<file path="config.mk">
export PLATFORM = sky130hd
export DESIGN_NAME = nmea_rmc_sentence_parser
export DESIGN_NICKNAME = d
export VERILOG_FILES = /design/src/hdl/nmea_rmc_pkg.sv /design/src/hdl/nmea_rmc_sentence_parser.sv
export SDC_FILE = /design/constraint.sdc
export NUM_CORES = 1
export LEC_CHECK = 0
export ABC_AREA = 1
export BUFFER_PORTS_ARGS = -buffer_cell sky130_fd_sc_hd__buf_2
export CAP_MARGIN = 25
export CORE_MARGIN = 3
export CORE_UTILIZATION = 40
export DETAILED_ROUTE_END_ITERATION = 16
export SLEW_MARGIN = 20
export SYNTH_ARGS = -nofsm -noshare
export SYNTH_HDL_FRONTEND = slang
export SYNTH_SLANG_ARGS = --single-unit
</file>
<file path="constraint.sdc">
create_clock -name clk -period 6.6 [get_ports clk]
set_input_delay 0.99 -clock clk [delete_from_list [all_inputs] [get_ports clk]]
set_output_delay 0.99 -clock clk [all_outputs]
set_load 0.02 [all_outputs]
</file>
<file path="src/hdl/nmea_rmc_pkg.sv">
// ----------------------------------------------------------------------------
// nmea_rmc_pkg: shared codes for the RMC sentence parser
// Result kinds and the ASCII characters that steer the parse.
// ----------------------------------------------------------------------------
package nmea_rmc_pkg;

  // Result kinds, as carried on the item_kind output.
  typedef enum logic [3:0] {
    KIND_HOUR     = 4'd0,
    KIND_MINUTE   = 4'd1,
    KIND_SECOND   = 4'd2,
    KIND_STATUS   = 4'd3,
    KIND_LAT_CHAR = 4'd4,
    KIND_NS       = 4'd5,
    KIND_LON_CHAR = 4'd6,
    KIND_EW       = 4'd7,
    KIND_SPEED    = 4'd8,
    KIND_COURSE   = 4'd9,
    KIND_DAY      = 4'd10,
    KIND_MONTH    = 4'd11,
    KIND_YEAR     = 4'd12,
    KIND_END      = 4'd13
  } kind_t;

  localparam logic [7:0] CH_DOLLAR = 8'h24;
  localparam logic [7:0] CH_STAR   = 8'h2A;
  localparam logic [7:0] CH_COMMA  = 8'h2C;
  localparam logic [7:0] CH_C      = 8'h43;
  localparam logic [7:0] CH_ZERO   = 8'h30;
  localparam logic [7:0] CH_X      = 8'h78;

  // Header counter limit (one at '$'); the counter reaching one more aborts.
  localparam logic [2:0] HDR_MAX       = 3'd6;
  localparam logic [2:0] HDR_TYPE_SLOT = 3'd5;

  // Field numbers of the RMC sentence.
  localparam logic [3:0] FLD_TIME   = 4'd0;
  localparam logic [3:0] FLD_STATUS = 4'd1;
  localparam logic [3:0] FLD_LAT    = 4'd2;
  localparam logic [3:0] FLD_NS     = 4'd3;
  localparam logic [3:0] FLD_LON    = 4'd4;
  localparam logic [3:0] FLD_EW     = 4'd5;
  localparam logic [3:0] FLD_SPEED  = 4'd6;
  localparam logic [3:0] FLD_COURSE = 4'd7;
  localparam logic [3:0] FLD_DATE   = 4'd8;
  localparam logic [3:0] FLD_SAT    = 4'd15;

  localparam logic [4:0] CNT_SAT = 5'd31;

endpackage

</file>
<file path="src/hdl/nmea_rmc_sentence_parser.sv">
// ----------------------------------------------------------------------------
// nmea_rmc_sentence_parser: NMEA 0183 RMC sentence field extractor
// Takes one received character per beat and emits one result beat for each
// time, date, status, position, speed or course value it picks out of an
// RMC sentence, plus one end beat at the checksum marker.
// ----------------------------------------------------------------------------
//
//  Channel | Ports                                            | Direction
//  --------+--------------------------------------------------+----------
//  in      | in_valid, in_ready, in_rx_byte[7:0]              | sink
//  out     | out_valid, out_ready, out_item_kind[3:0],        | source
//          | out_char_position[3:0], out_item_value[7:0]      |
//
// One character is taken per clock cycle while the result side is not stalled.
// A character's result is registered twice on its way to out_valid: first in
// the input register, then in the result register.
// The parse state is updated by a single pass of logic between the input
// register and the result register, so back-to-back characters wait only
// when the result register stalls. in_ready drops only when the input
// register holds a character and the result register holds a beat that the
// sink is not taking. rst_n (synchronous, active low) returns the parse
// state to idle; there is no memory and no clearing pass.

module nmea_rmc_sentence_parser
  import nmea_rmc_pkg::*;
#(
  parameter int MAX_FIELD_CHARS = 16
) (
  input  logic       clk,
  input  logic       rst_n,
  input  logic       in_valid,
  output logic       in_ready,
  input  logic [7:0] in_rx_byte,
  output logic       out_valid,
  input  logic       out_ready,
  output logic [3:0] out_item_kind,
  output logic [3:0] out_char_position,
  output logic [7:0] out_item_value
);

  // Position limit for the character fields: the smaller of the parameter
  // and the sixteen positions that char_position can carry.
  localparam int         LIM   = (MAX_FIELD_CHARS < 16) ? MAX_FIELD_CHARS : 16;
  localparam logic [5:0] LIM_W = 6'(LIM);

  // Input register.
  logic       in_vld_r;
  logic [7:0] in_byte_r;

  // Result register.
  logic       out_vld_r, out_vld_nxt;
  kind_t      out_kind_r, out_kind_nxt;
  logic [3:0] out_pos_r, out_pos_nxt;
  logic [7:0] out_val_r, out_val_nxt;

  // Parse state.
  logic       in_sentence_r, in_sentence_nxt;
  logic       header_done_r, header_done_nxt;
  logic [2:0] header_count_r, header_count_nxt;
  logic [7:0] type_letter_r, type_letter_nxt;
  logic       is_rmc_r, is_rmc_nxt;
  logic [3:0] field_number_r, field_number_nxt;
  logic [4:0] field_char_count_r, field_char_count_nxt;
  logic [7:0] tens_digit_r, tens_digit_nxt;

  // The result register can take a new beat when it is empty or being drained.
  logic advance;
  logic process;

  assign advance  = !out_vld_r || out_ready;
  assign process  = in_vld_r && advance;
  assign in_ready = !in_vld_r || advance;

  logic [7:0] b;
  logic [2:0] hdr_inc;
  logic [7:0] digit_val;
  logic [7:0] two_digit;

  assign b         = in_byte_r;
  assign hdr_inc   = header_count_r + 3'd1;
  assign digit_val = b - CH_ZERO;
  // tens * 10 + digit, kept to eight bits as the byte arithmetic wraps.
  assign two_digit = {tens_digit_r[4:0], 3'b000} + {tens_digit_r[6:0], 1'b0} + digit_val;

  always_comb begin
    in_sentence_nxt      = in_sentence_r;
    header_done_nxt      = header_done_r;
    header_count_nxt     = header_count_r;
    type_letter_nxt      = type_letter_r;
    is_rmc_nxt           = is_rmc_r;
    field_number_nxt     = field_number_r;
    field_char_count_nxt = field_char_count_r;
    tens_digit_nxt       = tens_digit_r;
    out_vld_nxt          = 1'b0;
    out_kind_nxt         = KIND_END;
    out_pos_nxt          = 4'd0;
    out_val_nxt          = 8'd0;

    if (!in_sentence_r) begin
      // Hunting for the start of a sentence.
      if (b == CH_DOLLAR) begin
        in_sentence_nxt      = 1'b1;
        header_count_nxt     = 3'd1;
        header_done_nxt      = 1'b0;
        is_rmc_nxt           = 1'b0;
        field_number_nxt     = 4'd0;
        field_char_count_nxt = 5'd0;
      end
    end else if (header_done_r) begin
      if (!is_rmc_r) begin
        // Some other sentence type: drop it at its first body character.
        is_rmc_nxt       = 1'b0;
        header_done_nxt  = 1'b0;
        header_count_nxt = 3'd1;
        in_sentence_nxt  = 1'b0;
      end else if (b == CH_STAR) begin
        in_sentence_nxt = 1'b0;
        out_vld_nxt     = 1'b1;
        out_kind_nxt    = KIND_END;
      end else if (b == CH_COMMA) begin
        if (field_number_r != FLD_SAT) begin
          field_number_nxt = field_number_r + 4'd1;
        end
        field_char_count_nxt = 5'd0;
      end else begin
        case (field_number_r)
          FLD_TIME, FLD_DATE: begin
            if (field_char_count_r < 5'd6) begin
              if (!field_char_count_r[0]) begin
                tens_digit_nxt = digit_val;
              end else begin
                out_vld_nxt  = 1'b1;
                out_val_nxt  = two_digit;
                out_kind_nxt = (field_number_r == FLD_TIME)
                             ? kind_t'({2'b00, field_char_count_r[2:1]})
                             : kind_t'(4'(KIND_DAY) + {2'b00, field_char_count_r[2:1]});
              end
            end
          end
          FLD_STATUS: begin
            out_vld_nxt  = 1'b1;
            out_kind_nxt = KIND_STATUS;
            out_val_nxt  = b;
          end
          FLD_NS: begin
            out_vld_nxt  = 1'b1;
            out_kind_nxt = KIND_NS;
            out_val_nxt  = b;
          end
          FLD_EW: begin
            out_vld_nxt  = 1'b1;
            out_kind_nxt = KIND_EW;
            out_val_nxt  = b;
          end
          FLD_LAT, FLD_LON, FLD_SPEED, FLD_COURSE: begin
            if ({1'b0, field_char_count_r} < LIM_W) begin
              out_vld_nxt = 1'b1;
              out_pos_nxt = field_char_count_r[3:0];
              out_val_nxt = b;
              case (field_number_r)
                FLD_LAT:   out_kind_nxt = KIND_LAT_CHAR;
                FLD_LON:   out_kind_nxt = KIND_LON_CHAR;
                FLD_SPEED: out_kind_nxt = KIND_SPEED;
                default:   out_kind_nxt = KIND_COURSE;
              endcase
            end
          end
          default: begin
            // Fields past the date carry nothing of interest.
          end
        endcase
        if (field_char_count_r != CNT_SAT) begin
          field_char_count_nxt = field_char_count_r + 5'd1;
        end
      end
    end else begin
      // Collecting the header after '$'.
      if (b == CH_COMMA) begin
        is_rmc_nxt           = (type_letter_r == CH_C);
        header_done_nxt      = 1'b1;
        header_count_nxt     = 3'd1;
        field_number_nxt     = 4'd0;
        field_char_count_nxt = 5'd0;
      end else if (b == CH_STAR) begin
        in_sentence_nxt = 1'b0;
      end else begin
        if (header_count_r == HDR_TYPE_SLOT) begin
          type_letter_nxt = b;
        end
        header_count_nxt = hdr_inc;
        if (hdr_inc > HDR_MAX) begin
          in_sentence_nxt = 1'b0;
        end
      end
    end
  end

  always_ff @(posedge clk) begin
    if (!rst_n) begin
      in_vld_r           <= 1'b0;
      out_vld_r          <= 1'b0;
      in_sentence_r      <= 1'b0;
      header_done_r      <= 1'b0;
      header_count_r     <= 3'd0;
      type_letter_r      <= CH_X;
      is_rmc_r           <= 1'b0;
      field_number_r     <= 4'd0;
      field_char_count_r <= 5'd0;
      tens_digit_r       <= 8'd0;
    end else begin
      if (in_valid && in_ready) begin
        in_vld_r <= 1'b1;
      end else if (process) begin
        in_vld_r <= 1'b0;
      end
      if (process) begin
        out_vld_r          <= out_vld_nxt;
        in_sentence_r      <= in_sentence_nxt;
        header_done_r      <= header_done_nxt;
        header_count_r     <= header_count_nxt;
        type_letter_r      <= type_letter_nxt;
        is_rmc_r           <= is_rmc_nxt;
        field_number_r     <= field_number_nxt;
        field_char_count_r <= field_char_count_nxt;
        tens_digit_r       <= tens_digit_nxt;
      end else if (out_ready) begin
        out_vld_r <= 1'b0;
      end
    end
  end

  // Payload registers carry no reset.
  always_ff @(posedge clk) begin
    if (in_valid && in_ready) begin
      in_byte_r <= in_rx_byte;
    end
    if (process) begin
      out_kind_r <= out_kind_nxt;
      out_pos_r  <= out_pos_nxt;
      out_val_r  <= out_val_nxt;
    end
  end

  assign out_valid         = out_vld_r;
  assign out_item_kind     = out_kind_r;
  assign out_char_position = out_pos_r;
  assign out_item_value    = out_val_r;

  // A character position is reported only for the multi-character fields.
  a_pos_kind: assert property (@(posedge clk) disable iff (!rst_n)
    (out_vld_r && out_pos_r != 4'd0) |->
      (out_kind_r == KIND_LAT_CHAR || out_kind_r == KIND_LON_CHAR ||
       out_kind_r == KIND_SPEED || out_kind_r == KIND_COURSE))
    else $error("char_position set on a kind without positions");

  // The end beat always carries a zero value.
  a_end_zero: assert property (@(posedge clk) disable iff (!rst_n)
    (out_vld_r && out_kind_r == KIND_END) |-> (out_val_r == 8'd0))
    else $error("end beat with nonzero value");

  // An end beat closes the sentence.
  a_end_closes: assert property (@(posedge clk) disable iff (!rst_n)
    (process && out_vld_nxt && out_kind_nxt == KIND_END) |=> !in_sentence_r)
    else $error("sentence still open after end beat");

  // A held character is never overwritten while the result side stalls.
  a_hold_input: assert property (@(posedge clk) disable iff (!rst_n)
    (in_vld_r && !advance) |=> (in_vld_r && $stable(in_byte_r)))
    else $error("input register lost a character under stall");

  // Results appear only inside an accepted RMC sentence body.
  a_rmc_only: assert property (@(posedge clk) disable iff (!rst_n)
    (process && out_vld_nxt) |-> (in_sentence_r && header_done_r && is_rmc_r))
    else $error("result outside an RMC sentence body");

endmodule

</file>
# Yosys cells after proc, flatten, opt, wreduce, memory -nomap -nowiden
# Index checks and enable logic that the tools add are counted.
# classes
bitwise_logic	8
div	0
n_mul	0
n_eq_ne	23
shift	0
n_reduce_logical	22
n_lt_le_gt_ge	3
n_addsub	7
n_mux	61
# ops
op	count
$mux 4	12
$mux 5	8
$mux 1	28
$eq 8x6->1 const B	3
$mux 8	3
$pmux 8 s3	1
$pmux 4 s5	1
$mux 3	6
$add 8x8->8	2
$eq 4x3->1 const B	4
$pmux 4 s3	1
$reduce_and 6->1	2
$reduce_and 9->1	1
$eq 4x2->1 const B	2
$eq 8x7->1 const B	1
$ne 4x3->1 const B	2
$not 1->1	8
$sub 8x6->8 const B	1
$reduce_and 7->1	1
$reduce_or 7->1	1
$ne 3x3->1 const B	2
$reduce_bool 2->1	3
$add 5x1->5 const B	1
$lt 5x3->1 const B	1
other kinds (26)	29
# word_totals
ff_bits	56
latchBits	0
output_inout_bits	18
inputBits	12
ramBits	0
wordCells	138
rom_bits	0
mem_count	0

# Depth between registers and ports, before layout
# depth
ltp_word	9
mapped_depth	13
mapped_depth_nobuf	13

# Least setup slack after synthesis
# OpenSTA, ideal clock, no wires.
# synth_timing
kind	reg2reg
start	register in_byte_r[4] (netlist: b[4])
end	register out_val_r[7] (netlist: out_item_value[7]), data pin
path_buffers	0
stages_incl_launch_ff	13
period_less_slack_ps	2341
required_time_ps	6344
arrival_time_ps	2086
setup_ps	256
path_slack_ps	4259
path_cell_list	edfxtp_1 -> inv_1 -> ha_1 -> inv_1 -> fa_1 -> ha_1 -> nand2_1 -> inv_1 -> nand4_1 -> nand3_1 -> nand3_1 -> nand3_1 -> a21oi_1
# synth_between
elab_chain_cells	5
word_cells_on_any_way	8
cone_classes	add/sub (2); eq/ne (2); mux (3); reduce/logical (1)
# synth_lines
item	line	rtl
start: declaration	nmea_rmc_sentence_parser.sv:48	logic [7:0] in_byte_r;
start signal: assignment	nmea_rmc_sentence_parser.sv:235	in_byte_r <= in_rx_byte;
$sub 8x6->8	nmea_rmc_sentence_parser.sv:81	assign digit_val = b - CH_ZERO;
named net digit_val[4]	nmea_rmc_sentence_parser.sv:76	logic [7:0] digit_val;
$add 8x8->8	nmea_rmc_sentence_parser.sv:83	assign two_digit = {tens_digit_r[4:0], 3'b000} + {tens_digit_r[6:0], 1'b0} + digit_val;
$mux 8	nmea_rmc_sentence_parser.sv:129	if (!field_char_count_r[0]) begin
$mux 8	nmea_rmc_sentence_parser.sv:128	if (field_char_count_r < 5'd6) begin
$pmux 8 s3	nmea_rmc_sentence_parser.sv:126	case (field_number_r)
end signal: assignment	nmea_rmc_sentence_parser.sv:240	out_val_r <= out_val_nxt;
end: declaration	nmea_rmc_sentence_parser.sv:54	logic [7:0] out_val_r, out_val_nxt;
# The timed path passes the listed nets, and every way through them passes these cells.
# A chain may end at the register's enable or synchronous reset.

# Final worst setup path
# layout_timing
start	register in_byte_r[4] (netlist: b[4])
end	register out_val_r[6] (netlist: out_item_value[6]), data pin
# The elaborated chain is that of the path after synthesis.

==> flow_summary.json <==
{
  "tightest_hold_check_type": "flop to flop",
  "drtPass1Iterations": 4,
  "htree_num_levels": 2,
  "timing.critical_path.from_type": "flop",
  "ant_nets": 0,
  "max_stage_delay_ns": 0.43,
  "relSlewSlack": 0.4854,
  "grt_util_all_layers": 0.1470,
  "final_cell_area_um2": 3796,
  "dieWidth_um": 99.22,
  "globalRouteOverflowTotal": 0,
  "ir_drop_mv": 0.07560,
  "ioPinCount": 30,
  "clk-insertion-delay-late_ns": 0.31,
  "wl_per_cell_um": 12.27,
  "finalSetupViolations": 0,
  "antenna_cells": 0,
  "worst-slew-pin-transition_ns": 0.7710,
  "placement_rows": 33,
  "floorplan.initialDensity": 0.4167,
  "detailedPlace.worstSlack_ns": 3.955,
  "layout_setup_ws_ns": 3.989,
  "antenna_found_initial": 0,
  "synth_fp_nets": 461,
  "cts_buffers": 5,
  "drt_iter0_markers": 137,
  "syn_inst": 424,
  "critPathTopFamily": "adder cells",
  "synthTopCellsByArea": "edfxtp_1 (21%), dfxtp_1 (18%), nand2_1 (8.0%), ha_1 (7.2%), inv_1 (6.2%)",
  "highest_net_fanout_along_the_worst_path": 5,
  "part_of_the_yosys_area_used_for_sequential_elements": 0.3916,
  "yosysWarningCount": 0,
  "ctsResizeCount": 0,
  "synth.avg_cell_area_um2": 8.198,
  "setup_repair_after_global_routing_missed_its_margin": "false",
  "finalCritPeriodShare": 0.3957,
  "grt_pass1_vias": 2526,
  "path_buf_inv": 2,
  "clk_pin_slew_worst_paths_ns": 0.10,
  "placeableCoreArea_um2": 8341,
  "timing.critical_path.required_ns": 6.77,
  "layout_min_cycle_time_ns": 2.611,
  "yosys_register_bits": 56,
  "total_die_area_um2": 9844,
  "tritoncts": "yes",
  "layout_commonest_cell": "nand2_1",
  "drv_cap": 0,
  "nets": 490,
  "placed_cell_area_um2": 3700,
  "hold_violations": 0,
  "ctsHoldBuffers": 0,
  "num_vias": 2712,
  "leakagePower_uw": 0.001717,
  "cts_buffer_depth": 2,
  "sum_neg_setup_slack_ns": 0,
  "die_y_um": 99.22,
  "io_buffers": 29,
  "register_area_um2": 1361,
  "multi_input_comb_area_um2": 1799,
  "critPathCaptureType": "flop",
  "mostFrequentLayoutCells": "nand2_1 (74), inv_1 (57), nor2_1 (42)",
  "grt_max_degree": 22,
  "synth_cell_type_count": 40,
  "outcome": "finished clean",
  "synth_area_um2": 3476,
  "drc_errors": 0,
  "crit_chain": "inv_1 -> ha_1 -> inv_1 -> fa_1 -> ha_1 -> a21oi_1 -> o21ai_0 -> a21oi_1 -> o21ai_0 -> a21oi_1",
  "post_cts.repair.setup_buffers": 0,
  "edff_count_synth": 24,
  "max_freq_mhz": 382.9,
  "timing.critical_path.slowest_stage_cell": "edfxtp_1",
  "cts.root.buffer_cell": "clkbuf_8",
  "flow.area_growth_from_synthesis_pct": 9.215,
  "post_drt_via_cell_ratio": 4.852,
  "ys_async_sr_fraction": 0,
  "dp.final_hpwl_um": 5367,
  "routed_wl_um": 6859,
  "cp_common_cell": "a21oi_1",
  "gp_routability_congestion": 0.8144,
  "power.density_nw_per_um2": 164.5,
  "cts_num_sinks": 56,
  "setup.worst_path.class": "flop to flop",
  "yosys.area.top_type": "edfxtp_1",
  "layout-drive-gt1-share": 0.2093,
  "finalMaxSlewViolations": 0,
  "synth_top_area_frac": 0.2073,
  "arrival_ns": 2.78,
  "nFillCells": 849,
  "grt_first_pass_wirelength_um": 11850,
  "clk_skew_ns": 0.006249,
  "dominantRegCellSynth": "dfxtp_1",
  "finalHoldWorstSlack_ns": 0.4810
}
kinds of logic (layout without fill, tap and decap cells):
group,count (synthesis),count (layout),synth area share
AOI/OAI and AO/OA,63,63,0.1102
xor gates and xnor gates,4,4,0.01008
adders and majority gates,25,25,0.1008
buffers and inverters,75,105,0.09071
DFF,56,56,0.3916
and+or+nand+nor,201,201,0.2966
metrics by stage:
stage / total power, uW / cells / util
floorplan: 415.0 / 424 / -
global placement: 429.4 / 551 / 0.4436
detailed placement: 429.9 / 551 / 0.4436
CTS: 635.2 / 559 / 0.4551
global route: 655.0 / 559 / 0.4551
finish: 624.6 / 559 / 0.4551
synth_stat cells, types with 2 or more instances:
library cell  number
edfxtp_1          24
nor2_2             6
buf_6              3
a21oi_2            2
dfxtp_1           32
inv_2              8
nand2_1           74
nor4_1             2
inv_1             57
o21ai_1            6
nand3_2            4
xnor2_1            2
nor2_4             7
nor3_1             4
o22ai_1            2
a21oi_1           27
fa_1               5
clkbuf_1           3
nand4_1            6
nand3_1           34
o211ai_2           4
nand2_4            5
nor2_1            42
nand2_2           11
o21ai_0           16
ha_1              20
o21ai_2            4
xor2_1             2
worst reg2reg max path, delay by kind of cell (launching register included):
| family | cells | cell delay [ns] |
|---|---|---|
| AOI/OAI and AO/OA | 5 | 0.66 |
| adders and majority gates | 3 | 1.05 |
| buffers and inverters | 2 | 0.32 |
| DFF | 1 | 0.43 |
path summary, 6_finish.rpt:
check	from	end	slack, ns	depth (start not counted)
min reg2reg	tens_digit_r[6]	tens_digit_r[6]	0.48	2
min	tens_digit_r[6]	tens_digit_r[6]	0.48	2
max reg2reg	b[4]	out_item_value[6]	3.99	10
max	b[4]	out_item_value[6]	3.99	10
layout make-up:
| type | count | area share |
|---|---|---|
| Clock buffer | 6 | 0.02175 |
| Clock inverter | 2 | 0.003626 |
| Inverter | 68 | 0.06922 |
| Multi-Input combinational cell | 293 | 0.4740 |
| Sequential cell | 56 | 0.3586 |
| Tap cell | 105 | 0.03461 |
| Timing Repair Buffer | 29 | 0.03823 |
state kept, by name (all words and copies together) (netlist names):
name / cells
header_count_r: 3
tens_digit_r: 7
type_letter_r: 8
field_number_r: 4
in_vld_r: 1
in_sentence_r: 1
out_item_kind: 4
out_item_value: 8
header_done_r: 1
b: 8
out_char_position: 4
is_rmc_r: 1
out_valid: 1
field_char_count_r: 5
where the power goes:
group          switching [uW]  total, uW  internal, uW
registers                5.98        373           367
logic                    33.6       48.5          14.9
clock network             117        203          86.2
total                     156        625           468
routing by layer:
layer / wire length, um / GRT usage
met1: 3436 / 0.2139
met2: 2960 / 0.2242
met3: 348 / 0.02174
met4: 114 / 0.04727
met5: 0 / 0
No activity file was read; power rests on OpenSTA's default activity.
